**src/hw/rtl/command_frame_receiver_macros.svh**
```systemverilog
// Assertion macros shared by the command frame receiver RTL.
// Included by each module that carries concurrent assertions; needs no other file.
`ifndef COMMAND_FRAME_RECEIVER_MACROS_SVH
`define COMMAND_FRAME_RECEIVER_MACROS_SVH
`ifndef SYNTHESIS
`define CFR_ASSERT_SAME(lbl, clk, rst_n, ante, cons) \
	lbl: assert property (@(posedge clk) disable iff (!rst_n) (ante) |-> (cons)) \
		else $error("command frame receiver: same-cycle check failed");
`define CFR_ASSERT_NEXT(lbl, clk, rst_n, ante, cons) \
	lbl: assert property (@(posedge clk) disable iff (!rst_n) (ante) |=> (cons)) \
		else $error("command frame receiver: next-cycle check failed");
`else
`define CFR_ASSERT_SAME(lbl, clk, rst_n, ante, cons)
`define CFR_ASSERT_NEXT(lbl, clk, rst_n, ante, cons)
`endif
`endif

```
**src/hw/rtl/cfr_pkg.sv**
```systemverilog
// Shared constants, types and the letter decoder of the command frame receiver.
// Has no dependencies; every RTL module of the block imports it.
`default_nettype none
package cfr_pkg;

	localparam logic [7:0] CHAR_COLON   = 8'h3A;
	localparam logic [7:0] CHAR_NEWLINE = 8'h0A;
	localparam logic [7:0] CHAR_T       = 8'h74;
	localparam logic [7:0] CHAR_P       = 8'h70;
	localparam logic [7:0] CHAR_S       = 8'h73;
	localparam logic [7:0] CHAR_C       = 8'h63;
	localparam logic [7:0] CHAR_R       = 8'h72;
	localparam logic [7:0] CHAR_W       = 8'h77;

	localparam int CODE_W  = 3;
	localparam int VALUE_W = 32;
	localparam int BYTE_W  = 8;
	localparam int POS_W   = 3;

	localparam logic [CODE_W-1:0] CMD_TIME   = 3'd0;
	localparam logic [CODE_W-1:0] CMD_POWER  = 3'd1;
	localparam logic [CODE_W-1:0] CMD_SLEEP  = 3'd2;
	localparam logic [CODE_W-1:0] CMD_C      = 3'd3;
	localparam logic [CODE_W-1:0] CMD_REBOOT = 3'd4;
	localparam logic [CODE_W-1:0] CMD_WAKEUP = 3'd5;

	localparam logic [POS_W-1:0] POS_LETTER = 3'd0;
	localparam logic [POS_W-1:0] POS_COLON  = 3'd1;
	localparam logic [POS_W-1:0] POS_DATA0  = 3'd2;
	localparam logic [POS_W-1:0] POS_DATA1  = 3'd3;
	localparam logic [POS_W-1:0] POS_DATA2  = 3'd4;
	localparam logic [POS_W-1:0] POS_DATA3  = 3'd5;
	localparam logic [POS_W-1:0] POS_END    = 3'd6;

	typedef struct packed {
		logic              ok;
		logic [CODE_W-1:0] code;
	} letter_t;

	typedef struct packed {
		logic               fire;
		logic [CODE_W-1:0]  code;
		logic [VALUE_W-1:0] value;
		logic [VALUE_W-1:0] power;
		logic [VALUE_W-1:0] sleep;
		logic [VALUE_W-1:0] reboot;
		logic [VALUE_W-1:0] wakeup;
	} result_t;

	function automatic letter_t decode_letter(input logic [BYTE_W-1:0] b);
		letter_t l;
		l.ok = 1'b1;
		l.code = CMD_TIME;
		case (b)
			CHAR_T: l.code = CMD_TIME;
			CHAR_P: l.code = CMD_POWER;
			CHAR_S: l.code = CMD_SLEEP;
			CHAR_C: l.code = CMD_C;
			CHAR_R: l.code = CMD_REBOOT;
			CHAR_W: l.code = CMD_WAKEUP;
			default: l.ok = 1'b0;
		endcase
		return l;
	endfunction

endpackage
`default_nettype wire

```
**src/hw/rtl/cfr_in_reg.sv**
```systemverilog
// Input register of the command frame receiver: holds one received byte.
// Depends on cfr_pkg.
`default_nettype none
module cfr_in_reg (
	input  wire logic                      clk,
	input  wire logic                      arst_n,
	input  wire logic                      in_valid,
	output logic                           in_ready,
	input  wire logic [cfr_pkg::BYTE_W-1:0] rx_byte,
	input  wire logic                      take,
	output logic                           valid_s1,
	output logic [cfr_pkg::BYTE_W-1:0]     byte_s1
);
	import cfr_pkg::*;

	assign in_ready = !valid_s1 || take;

	always_ff @(posedge clk or negedge arst_n) begin
		if (!arst_n) begin
			valid_s1 <= 1'b0;
		end else if (in_ready) begin
			valid_s1 <= in_valid;
		end
	end

	always_ff @(posedge clk) begin
		if (in_valid && in_ready) begin
			byte_s1 <= rx_byte;
		end
	end

endmodule
`default_nettype wire

```
**src/hw/rtl/cfr_framer.sv**
```systemverilog
// Frame tracker and setting registers of the command frame receiver.
// Depends on cfr_pkg and command_frame_receiver_macros.svh.
`default_nettype none
`include "command_frame_receiver_macros.svh"
module cfr_framer (
	input  wire logic                       clk,
	input  wire logic                       arst_n,
	input  wire logic                       step,
	input  wire logic [cfr_pkg::BYTE_W-1:0] byte_s1,
	output cfr_pkg::result_t                res
);
	import cfr_pkg::*;

	logic [POS_W-1:0]   pos_q, pos_d;
	logic [CODE_W-1:0]  pend_q, pend_d;
	logic [VALUE_W-1:0] shift_q, shift_d;
	logic [VALUE_W-1:0] power_q, sleep_q, reboot_q, wakeup_q;
	letter_t            letter;

	assign letter = decode_letter(byte_s1);

	always_comb begin
		pos_d = pos_q;
		pend_d = pend_q;
		shift_d = shift_q;
		res.fire = 1'b0;
		res.code = pend_q;
		res.value = shift_q;
		res.power = power_q;
		res.sleep = sleep_q;
		res.reboot = reboot_q;
		res.wakeup = wakeup_q;
		case (pos_q)
			POS_COLON: begin
				pos_d = (byte_s1 == CHAR_COLON) ? POS_DATA0 : POS_LETTER;
			end
			POS_DATA0, POS_DATA1, POS_DATA2, POS_DATA3: begin
				shift_d = {shift_q[VALUE_W-BYTE_W-1:0], byte_s1};
				pos_d = pos_q + 3'd1;
			end
			POS_END: begin
				pos_d = POS_LETTER;
				if (byte_s1 == CHAR_NEWLINE) begin
					res.fire = 1'b1;
					case (pend_q)
						CMD_POWER:  res.power = shift_q;
						CMD_SLEEP:  res.sleep = shift_q;
						CMD_REBOOT: res.reboot = shift_q;
						CMD_WAKEUP: res.wakeup = shift_q;
						default: ;
					endcase
				end
			end
			default: begin
				if (letter.ok) begin
					pend_d = letter.code;
					shift_d = '0;
					pos_d = POS_COLON;
				end else begin
					pos_d = POS_LETTER;
				end
			end
		endcase
	end

	always_ff @(posedge clk or negedge arst_n) begin
		if (!arst_n) begin
			pos_q <= POS_LETTER;
			pend_q <= CMD_TIME;
			shift_q <= '0;
			power_q <= '0;
			sleep_q <= '0;
			reboot_q <= '0;
			wakeup_q <= '0;
		end else if (step) begin
			pos_q <= pos_d;
			pend_q <= pend_d;
			shift_q <= shift_d;
			power_q <= res.power;
			sleep_q <= res.sleep;
			reboot_q <= res.reboot;
			wakeup_q <= res.wakeup;
		end
	end

	`CFR_ASSERT_SAME(a_pos_in_range, clk, arst_n, 1'b1, pos_q != 3'd7)
	`CFR_ASSERT_NEXT(a_end_restarts, clk, arst_n, step && pos_q == POS_END, pos_q == POS_LETTER)
	`CFR_ASSERT_NEXT(a_settings_hold, clk, arst_n, !(step && res.fire),
		$stable(power_q) && $stable(sleep_q) && $stable(reboot_q) && $stable(wakeup_q))

endmodule
`default_nettype wire

```
**src/hw/rtl/cfr_out_reg.sv**
```systemverilog
// Result register of the command frame receiver: holds one finished frame beat.
// Depends on cfr_pkg.
`default_nettype none
module cfr_out_reg (
	input  wire logic             clk,
	input  wire logic             arst_n,
	input  wire logic             load,
	input  wire cfr_pkg::result_t res,
	input  wire logic             out_ready,
	output logic                  out_valid,
	output cfr_pkg::result_t      res_q
);
	import cfr_pkg::*;

	always_ff @(posedge clk or negedge arst_n) begin
		if (!arst_n) begin
			out_valid <= 1'b0;
		end else if (load) begin
			out_valid <= res.fire;
		end else if (out_ready) begin
			out_valid <= 1'b0;
		end
	end

	always_ff @(posedge clk) begin
		if (load && res.fire) begin
			res_q <= res;
		end
	end

endmodule
`default_nettype wire

```
**src/hw/rtl/command_frame_receiver.sv**
```systemverilog
// Command frame receiver: one byte register, the frame tracker, one result register.
// Byte beat to result beat: byte register, then result register. One byte is taken
// per cycle; bytes stall only while a finished result is held and output not ready.
// Asynchronous active-low reset clears position, command, value and all settings.
// Depends on cfr_pkg, cfr_in_reg, cfr_framer, cfr_out_reg and the macros header.
`default_nettype none
`include "command_frame_receiver_macros.svh"
module command_frame_receiver (
	input  wire logic                        clk,
	input  wire logic                        arst_n,
	input  wire logic                        in_valid,
	output logic                             in_ready,
	input  wire logic [cfr_pkg::BYTE_W-1:0]  rx_byte,
	output logic                             out_valid,
	input  wire logic                        out_ready,
	output logic [cfr_pkg::CODE_W-1:0]       command_code,
	output logic [cfr_pkg::VALUE_W-1:0]      frame_value,
	output logic [cfr_pkg::VALUE_W-1:0]      power_period_out,
	output logic [cfr_pkg::VALUE_W-1:0]      sleep_period_out,
	output logic [cfr_pkg::VALUE_W-1:0]      reboot_limit_out,
	output logic [cfr_pkg::VALUE_W-1:0]      wakeup_time_out
);
	import cfr_pkg::*;

	logic              valid_s1;
	logic [BYTE_W-1:0] byte_s1;
	logic              take;
	result_t           res;
	result_t           res_q;

	assign take = valid_s1 && (!out_valid || out_ready);

	cfr_in_reg u_in (
		.clk(clk), .arst_n(arst_n), .in_valid(in_valid), .in_ready(in_ready),
		.rx_byte(rx_byte), .take(take), .valid_s1(valid_s1), .byte_s1(byte_s1)
	);

	cfr_framer u_framer (
		.clk(clk), .arst_n(arst_n), .step(take), .byte_s1(byte_s1), .res(res)
	);

	cfr_out_reg u_out (
		.clk(clk), .arst_n(arst_n), .load(take), .res(res), .out_ready(out_ready),
		.out_valid(out_valid), .res_q(res_q)
	);

	assign command_code = res_q.code;
	assign frame_value = res_q.value;
	assign power_period_out = res_q.power;
	assign sleep_period_out = res_q.sleep;
	assign reboot_limit_out = res_q.reboot;
	assign wakeup_time_out = res_q.wakeup;

	`CFR_ASSERT_SAME(a_stall_cause, clk, arst_n, !in_ready, valid_s1 && out_valid && !out_ready)
	`CFR_ASSERT_NEXT(a_no_result_idle, clk, arst_n, !valid_s1 && (!out_valid || out_ready),
		!out_valid)

endmodule
`default_nettype wire

```
**config.mk**
```make
export PLATFORM = sky130hd
export DESIGN_NAME = command_frame_receiver
export DESIGN_NICKNAME = d
export VERILOG_FILES = /design/src/hw/rtl/cfr_pkg.sv /design/src/hw/rtl/cfr_in_reg.sv /design/src/hw/rtl/cfr_framer.sv /design/src/hw/rtl/cfr_out_reg.sv /design/src/hw/rtl/command_frame_receiver.sv
export VERILOG_INCLUDE_DIRS = /design/src /design/src/hw/rtl
export SDC_FILE = /design/constraint.sdc
export NUM_CORES = 1
export LEC_CHECK = 0
export ABC_AREA = 0
export BUFFER_PORTS_ARGS = -buffer_cell sky130_fd_sc_hd__buf_2
export CAP_MARGIN = 20
export CORE_ASPECT_RATIO = 0.9
export CORE_UTILIZATION = 56
export DETAILED_ROUTE_END_ITERATION = 7
export PLACE_DENSITY = 0.75
export SLEW_MARGIN = 20
export SYNTH_ARGS = -nofsm -noshare
export SYNTH_HDL_FRONTEND = slang
export SYNTH_HIERARCHICAL = 1
export SYNTH_SLANG_ARGS = --single-unit
```
**constraint.sdc**
```tcl
create_clock -name clk -period 7.5 [get_ports clk]
set_input_delay 0.75 -clock clk [delete_from_list [all_inputs] [get_ports clk]]
set_output_delay 0.75 -clock clk [all_outputs]
set_load 0.02 [all_outputs]
```
==> flow_summary.ini, run 1 <==
[cts]
cts_resized = 0
cts_buffers = 36
ctsHtreeMaxLevel = 2
cts_setup_buffers = 0
cts_num_sinks = 339
cts_hold_buf = 0
clkTransAtPathRegs_ns = 0.06
clock_latency_ns = 0.51
clockBufferDepth = 3
cts_tree = built
cts_root_buffer = clkbuf_16

[place]
hpwl_mm = 15.42
place_congestion = 0.7915
io_buffers = 176
dp_slack_ns = 3.843

[detailed_routing]
wl_per_cell_um = 20.05
drt_iter0_markers = 589
drt_pre_antenna_iters = 5
final_antenna_net_count = 0
drc = 0
vias = 7704
viasPerCell = 5.724
wl_mm = 26.99

[floorplanning]
die-area_um2 = 25440
coreArea_um2 = 24320
ios = 177
core.rowCount = 54
die_h_um = 151.4
die_x_um = 168
start_util_pct = 57.10

[worst_setup_path]
arrival_ns = 3.63
crit_chain = nor4b_4, and4_1, and2_4, buf_4
worstSetupEndpointType = register
cpMaxStageDelayCell = buf_4
start_kind = register
slowest_delay_ns = 0.85
crit_type = reg -> reg
crit_fanout = 71
required_ns = 7.62

[job]
max-cap-violations = 0

[global_routing]
grtUsageTotal_pct = 21.29
antenna_found_initial = 0
grt_pass1_wl_mm = 41.75
grt_pass1_vias = 7449
grt_overflow = 0
grt_max_degree = 86

[timing]
clock.fmax_mhz = 285.0
slew_headroom_pct = 31.84
hold_viol_final = 0
slew_viol_final = 0
tightest_slew_ns = 1.001
finalWorstSetupSlack_ns = 3.991
clock_skew_ns = 0.01230
rsz0062_at_grt = no
tns_ns = 0
period_needed_ns = 3.509
timing.final.crit_share_pct = 46.79
setup_violations = 0

[finish]
multi_input_area_um2 = 4169
antenna_cells = 0
regArea_um2 = 9339
layout-drive-gt1-share_pct = 48.17
area_delta_synth_final_pct = 15.03
fillers = 1741
final_nets = 1031

[pwr]
leakagePower_uw = 0.007739
vdd_drop_max_mv = 0.1687
powerDensity_nw_per_um2 = 294.8
power_uw = 4710

[hold_path]
min_path_type = in -> async

[yosys]
synth_nets = 893
synth_area_per_cell_um2 = 15.87
yosysWarnings = 6
syn_area_um2 = 13890
syn_inst = 875

[status]
outcome = complete, no violations
-- through the flow --
stage / cell area (µm²) / hold WS (ns) / instances / util, %
detailed placement: 14840 / 0.4789 / 1282 / 61.02
floorplan: 13890 / 0.4231 / 875 / -
global placement: 14840 / 0.4689 / 1282 / 61.00
CTS: 15940 / 0.3513 / 1345 / 65.54
finish: 15980 / 0.2865 / 1346 / 65.68
global route: 15980 / 0.3801 / 1346 / 65.68
-- per-layer routing --
| layer | GRT usage [%] | up-vias | wire length (µm) |
|---|---|---|---|
| li1 | - | 3502 | - |
| met1 | 31.24 | 3893 | 12330 |
| met2 | 33.00 | 260 | 12710 |
| met3 | 3.606 | 49 | 1426 |
| met4 | 6.055 | 0 | 523 |
| met5 | 0 | - | 0 |
-- sequential cells by signal, indices dropped and copies added (netlist names) --
| name | count |
|---|---|
| u_framer/sleep_q | 32 |
| u_out/res_q | 163 |
| u_framer/wakeup_q | 32 |
| u_framer/pend_q | 3 |
| u_framer/pos_q | 3 |
| u_in/byte_s1 | 8 |
| u_framer/reboot_q | 32 |
| u_framer/shift_q | 32 |
| u_framer/power_q | 32 |
| u_in/valid_s1 | 1 |
| u_out/out_valid | 1 |
-- path summary, 6_finish.rpt --
kind,startpoint,endpoint,slack [ns],cells after the start
setup / recovery,u_in/byte_s1[0],u_out/res_q[69],3.99,4
hold / removal,arst_n,u_out/out_valid,0.29,1
setup reg to reg,u_in/byte_s1[0],u_out/res_q[69],3.99,4
hold reg to reg,u_framer/power_q[0],u_framer/power_q[0],0.49,1
max in group asynchronous,arst_n,u_framer/sleep_q[20],5.95,2
min in group clk,rx_byte[4],u_in/byte_s1[4],0.42,1
-- critical path: cells and delay by family (launching register included) --
family                 cells  cell delay, ns
buffers and inverters      1            0.85
DFF                        1            0.53
and+or+nand+nor            3            1.65
-- area by class of cell --
type | count | share of cell area [%]
Sequential cell | 339 | 58.46
Multi-Input combinational cell | 447 | 26.10
Clock buffer | 53 | 6.234
Timing Repair Buffer | 182 | 5.984
Tap cell | 308 | 2.412
Clock inverter | 10 | 0.6501
Inverter | 7 | 0.1645
-- where the power goes --
part | switching, µW | internal, µW
logic | 333 | 295
clock network | 681 | 990
registers | 334 | 2080
-- cell usage in the layout (no fill, tap or decap), types with 5 or more instances in the layout --
cell	instances
ha_1	6
a2bb2oi_1	32
mux2_2	253
dfrtp_1	168
buf_2	175
o21ai_0	27
clkbuf_1	15
nand2_1	34
clkbuf_16	37
nand3_1	32
o21ai_1	5
nand2b_1	5
inv_1	7
edfxtp_1	171
clkinv_2	5
Power figures use the tool's default switching activity.
==> run 2, diff against run 1 <==
clock period = 3.6 ns   (was 7.5 ns; I/O delays follow)
==> run 2 against run 1 <==
  * Largest power group unchanged
  * Count of clock-buffer cells in the layout rose by 3
  * Cell count rose by 1.0%
  * Die area did not move
  * Combinational power rose by 120%
  * Largest cell class unchanged
  * Global-route usage rose by 1.1 points
  * Sequential cell count did not move
  * Utilization rose by 0.53 points
==> flow_summary.ini, run 2 (synthesis results as in run 1) <==
[cts]
clkTransAtPathRegs_ns = 0.05
cts_root_buffer = clkbuf_16
clock_latency_ns = 0.51
cts_num_sinks = 339
cts_buffers = 35
cts_tree = built
cts_setup_buffers = 0
clockBufferDepth = 3
ctsHtreeMaxLevel = 2
cts_resized = 0
cts_hold_buf = 1

[global_routing]
grt_pass1_wl_mm = 43.39
grt_overflow = 0
grtUsageTotal_pct = 22.38
grt_max_degree = 114
grt_pass1_vias = 7716
antenna_found_initial = 0

[detailed_routing]
viasPerCell = 5.745
drc = 0
wl_mm = 28.27
wl_per_cell_um = 20.79
vias = 7813
drt_iter0_markers = 650
final_antenna_net_count = 0
drt_pre_antenna_iters = 5

[hold_path]
holdCritStartpoint = rx_byte[3]
hold_end = u_in/byte_s1[3]
min_path_type = in -> reg
whs_path_depth = 1

[timing]
slew_headroom_pct = 51.95
slew_viol_final = 0
clock.fmax_mhz = 335.6
hold_viol_final = 0
period_needed_ns = 2.980
timing.final.crit_share_pct = 82.77
clock_skew_ns = 0.02159
tns_ns = 0
setup_violations = 0
tightest_slew_ns = 0.7208
rsz0062_at_grt = no

[pwr]
vdd_drop_max_mv = 0.4009
powerDensity_nw_per_um2 = 611.1
leakagePower_uw = 0.007819

[job]
max-cap-violations = 0

[finish]
fin_cells = 1360
area_delta_synth_final_pct = 15.96
largest_reg_flops = 163
final_cell_mix = mux2_2, buf_2, edfxtp_1
regArea_um2 = 9339
antenna_cells = 0
largest-register = u_out/res_q
layout-drive-gt1-share_pct = 49.05
design_area_um2 = 16110
multi_input_area_um2 = 4161
final_nets = 1045
final_common_cell = mux2_2
fillers = 1730

[place]
place_congestion = 0.8076
io_buffers = 176
hpwl_mm = 16.91
placed_cell_area_um2 = 15000
dp.cells = 1297

[worst_setup_path]
crit_fanout = 22
rrSetupSlack_ns = 0.62
r2r-start = u_in/byte_s1[0]
arrival_ns = 3.22
worstSetupEndpointType = register
worstReg2RegEnd = u_out/res_q[1]
ff2ff_path_depth = 5
start_kind = register
crit_type = reg -> reg
required_ns = 3.84

[floorplanning]
coreArea_um2 = 24320
die_x_um = 168
ios = 177
die_h_um = 151.4
start_util_pct = 57.10
die-area_um2 = 25440
core.rowCount = 54

[status]
outcome = complete, no violations
[run 2: cell count changes in the layout (fill, tap and decap cells not counted), moves of 2 or more]
cell and delta:
buf_4 +12, clkbuf_8 +6, buf_12 +4, bufinv_16 -2
clkbuf_1 -3
[run 2: power breakdown]
part,leakage [µW],total [µW],internal [µW],switching (µW)
Sequential,0.00413,5030,4330,706
Clock,0.000542,3430,2030,1400
Combinational,0.00315,1380,654,724
Total,0.00782,9840,7010,2830
[run 2: layout make-up]
type / count / share of cell area [%]
multi-input cells: 447 / 25.84
flip-flops and latches: 339 / 57.99
repair buffers: 197 / 6.813
well taps: 308 / 2.393
clock inverters: 6 / 0.1787
inverters: 7 / 0.1631
clock buffers: 56 / 6.627
[run 2: worst max path at each step]
stage	start	slack [ns]	end
3_5_place_dp	u_in/byte_s1[0]	0.66	u_out/res_q[23]
4_1_cts	u_in/byte_s1[2]	0.66	u_out/res_q[1]
2_1_floorplan	u_in/byte_s1[0]	0.84	u_out/res_q[0]
6_report	u_in/byte_s1[0]	0.62	u_out/res_q[1]
5_1_grt	u_in/byte_s1[4]	0.44	u_out/res_q[1]
3_3_place_gp	u_in/byte_s1[0]	0.76	u_out/res_q[25]
[run 2: critical path, stage by stage, from the launching register on]
cell      delay, ns
edfxtp_1       0.53
nor4b_4        0.36
and4_1         0.53
and3_2         0.70
buf_4          0.27
mux2_2         0.34
[run 2: stage by stage]
stage	utilization (%)	power [µW]	hold WS [ns]	worst slack [ns]
floorplan	-	5984	0.06441	0.8353
global placement	61.67	6388	0.3504	0.7575
detailed placement	61.67	6454	0.3534	0.6591
CTS	66.21	9897	0.02484	0.6561
global route	66.21	10280	0.02927	0.4391
finish	66.21	9842	0.04194	0.6204
[run 2: routing by layer]
layer | wire [µm] | vias up | GRT usage (%)
li1 | - | 3533 | -
met1 | 12900 | 3979 | 32.18
met2 | 13370 | 263 | 35.65
met3 | 1541 | 38 | 3.423
met4 | 465 | 0 | 6.560
met5 | 0 | - | 0
==> run 3, diff against run 2 <==
ABC_AREA = 1   (was 0)
PLACE_DENSITY = 0.74   (was 0.75)
clock period = 2.82 ns   (was 3.6 ns; I/O delays follow)
==> run 3 against run 2 <==
  * Maximum frequency increased by 35%
  * Via count is 40% higher
  * Routed wire length up 20%
  * Non-clock buffer count grew 13
  * Synthesized area increased by 4.5%
  * Combinational power grew 72%
  * Worst hold slack got worse by 0.016 ns
  * Global-route usage rose by 4.1 points
  * Sequential share of layout area decreased by 3.1 points
  * Critical endpoint is now u_framer/reboot_q[22]
  * Largest cell class unchanged
  * Highest routed layer unchanged
==> flow_summary.ini, run 3 <==
[floorplanning]
die-area_um2 = 26560
coreArea_um2 = 25320
start_util_pct = 57.29
die_h_um = 154.7
core.rowCount = 55
die_x_um = 171.7
ios = 177

[worst_setup_path]
arrival_ns = 2.63
worst-path-buf-inv = 4
crit_type = reg -> reg
cpMostUsedCell = nand2_1
cpMaxStageDelayCell = dfrtp_1
start_kind = register
crit_chain = inv_2, ha_4, nand2_2, inv_2, nand3_2, nor2_4, buf_12, nand2_1, buf_4, nand2_1, nand2_1, o21ai_1
required_ns = 3.25
crit_fanout = 68
worstSetupEndpointType = register
critPathTopFamily = buffers and inverters
slowest_delay_ns = 0.43

[cts]
cts_resized = 0
clkTransAtPathRegs_ns = 0.06
cts_tree = built
cts_buffers = 34
cts_num_sinks = 339
clockBufferDepth = 3
clock_latency_ns = 0.52
ctsHtreeMaxLevel = 2
cts_root_buffer = clkbuf_16

[place]
place_congestion = 0.8772
dp.cells = 2015
hpwl_mm = 21.82
io_buffers = 176

[yosys]
syn_area_um2 = 14510
synth_nets = 1568
syn_inst = 1550
synth_area_per_cell_um2 = 9.361
yosysWarnings = 6

[global_routing]
grt_pass1_vias = 10300
grt_pass1_wl_mm = 53.64
grtUsageTotal_pct = 26.50
grt_max_degree = 193
grt_overflow = 0
antenna_found_initial = 0

[pwr]
powerDensity_nw_per_um2 = 775.0
leakagePower_uw = 0.008708
vdd_drop_max_mv = 0.6582

[status]
outcome = complete, no violations

[detailed_routing]
wl_per_cell_um = 16.29
drt_pre_antenna_iters = 6
viasPerCell = 5.225
vias = 10905
wl_mm = 34.00
drc = 0
final_antenna_net_count = 0
drt_iter0_markers = 1177

[finish]
layout-drive-gt1-share_pct = 15.59
fin_cells = 2087
final_nets = 1737
area_delta_synth_final_pct = 17.35
largest-register = u_out/res_q
final_cell_mix = nand2_1, inv_1, buf_2
final_common_cell = nand2_1
antenna_cells = 0
largest_reg_flops = 163

[hold_path]
min_path_type = in -> reg

[timing]
rsz0062_at_grt = no
hold_ws_ns = 0.02579
clock.fmax_mhz = 453.0
hold_viol_final = 0
setup_violations = 0
timing.final.crit_share_pct = 78.27
slew_headroom_pct = 36.50
tightest_slew_ns = 0.9525
slew_viol_final = 0
clock_skew_ns = 0.02430
period_needed_ns = 2.207

[job]
max-cap-violations = 0
-- run 3: per-stage QoR --
| stage | setup TNS, ns | total power [µW] | area, µm² | setup slack [ns] | util (%) |
|---|---|---|---|---|---|
| 2_1_floorplan | -186.96 | 7949 | 14550 | -1.147 | - |
| 3_3_place_gp | 0 | 8735 | 15840 | 0.7026 | 62.53 |
| 3_5_place_dp | 0 | 8842 | 15840 | 0.6304 | 62.53 |
| 4_1_cts | 0 | 13240 | 17030 | 0.6069 | 67.23 |
| 5_1_grt | 0 | 13830 | 17030 | 0.4007 | 67.23 |
| 6_report | 0 | 13200 | 17030 | 0.6127 | 67.23 |
-- run 3: layout make-up --
type	count	area [µm²]
clock inverters	14	117.6
multi-input cells	856	3836
flip-flops and latches	339	9339
fillers	1947	8298
clock buffers	48	973.4
repair buffers	210	1280
inverters	278	1052
well taps	342	427.9
-- run 3: routing by layer --
| metal | vias up | GRT usage, % | part of all wire (%) | routed length (µm) |
|---|---|---|---|---|
| met5 | - | 0 | 0 | 0 |
| met4 | 0 | 8.759 | 2.5 | 851 |
| met3 | 66 | 5.425 | 9.2 | 3141 |
| met2 | 505 | 41.74 | 47 | 15980 |
| met1 | 5134 | 36.92 | 41 | 14020 |
| li1 | 5200 | - | - | - |
-- run 3: final timing paths --
kind                                            from               endpoint  slack, ns  cells after the start
worst max-delay path               u_framer/pos_q[0]  u_framer/reboot_q[22]       0.61                     12
worst min-delay path                       out_ready        u_out/out_valid       0.03                      4
worst max register to register     u_framer/pos_q[0]  u_framer/reboot_q[22]       0.61                     12
worst min register to register  u_framer/wakeup_q[6]   u_framer/wakeup_q[6]       0.48                      2
max in group asynchronous                     arst_n   u_framer/reboot_q[2]       1.68                      3
min in group asynchronous                     arst_n   u_framer/wakeup_q[7]       0.38                      2
-- run 3: worst min-delay path, stage by stage --
cell and delay (ns):
buf_2 0.09, nor2_1 0.04, nand2_1 0.05, nand2_1 0.04
-- run 3: power by group --
part           total (µW)  internal (µW)  switching (µW)
logic                2380            697            1680
clock network        4370           2520            1850
registers            6440           5920             527
-- run 3: timing repair --
item / in CTS / in global routing
hold buffers: 10 / 0
buffers inserted: 0 / 0
endpoints found under the hold margin: 82 / 0
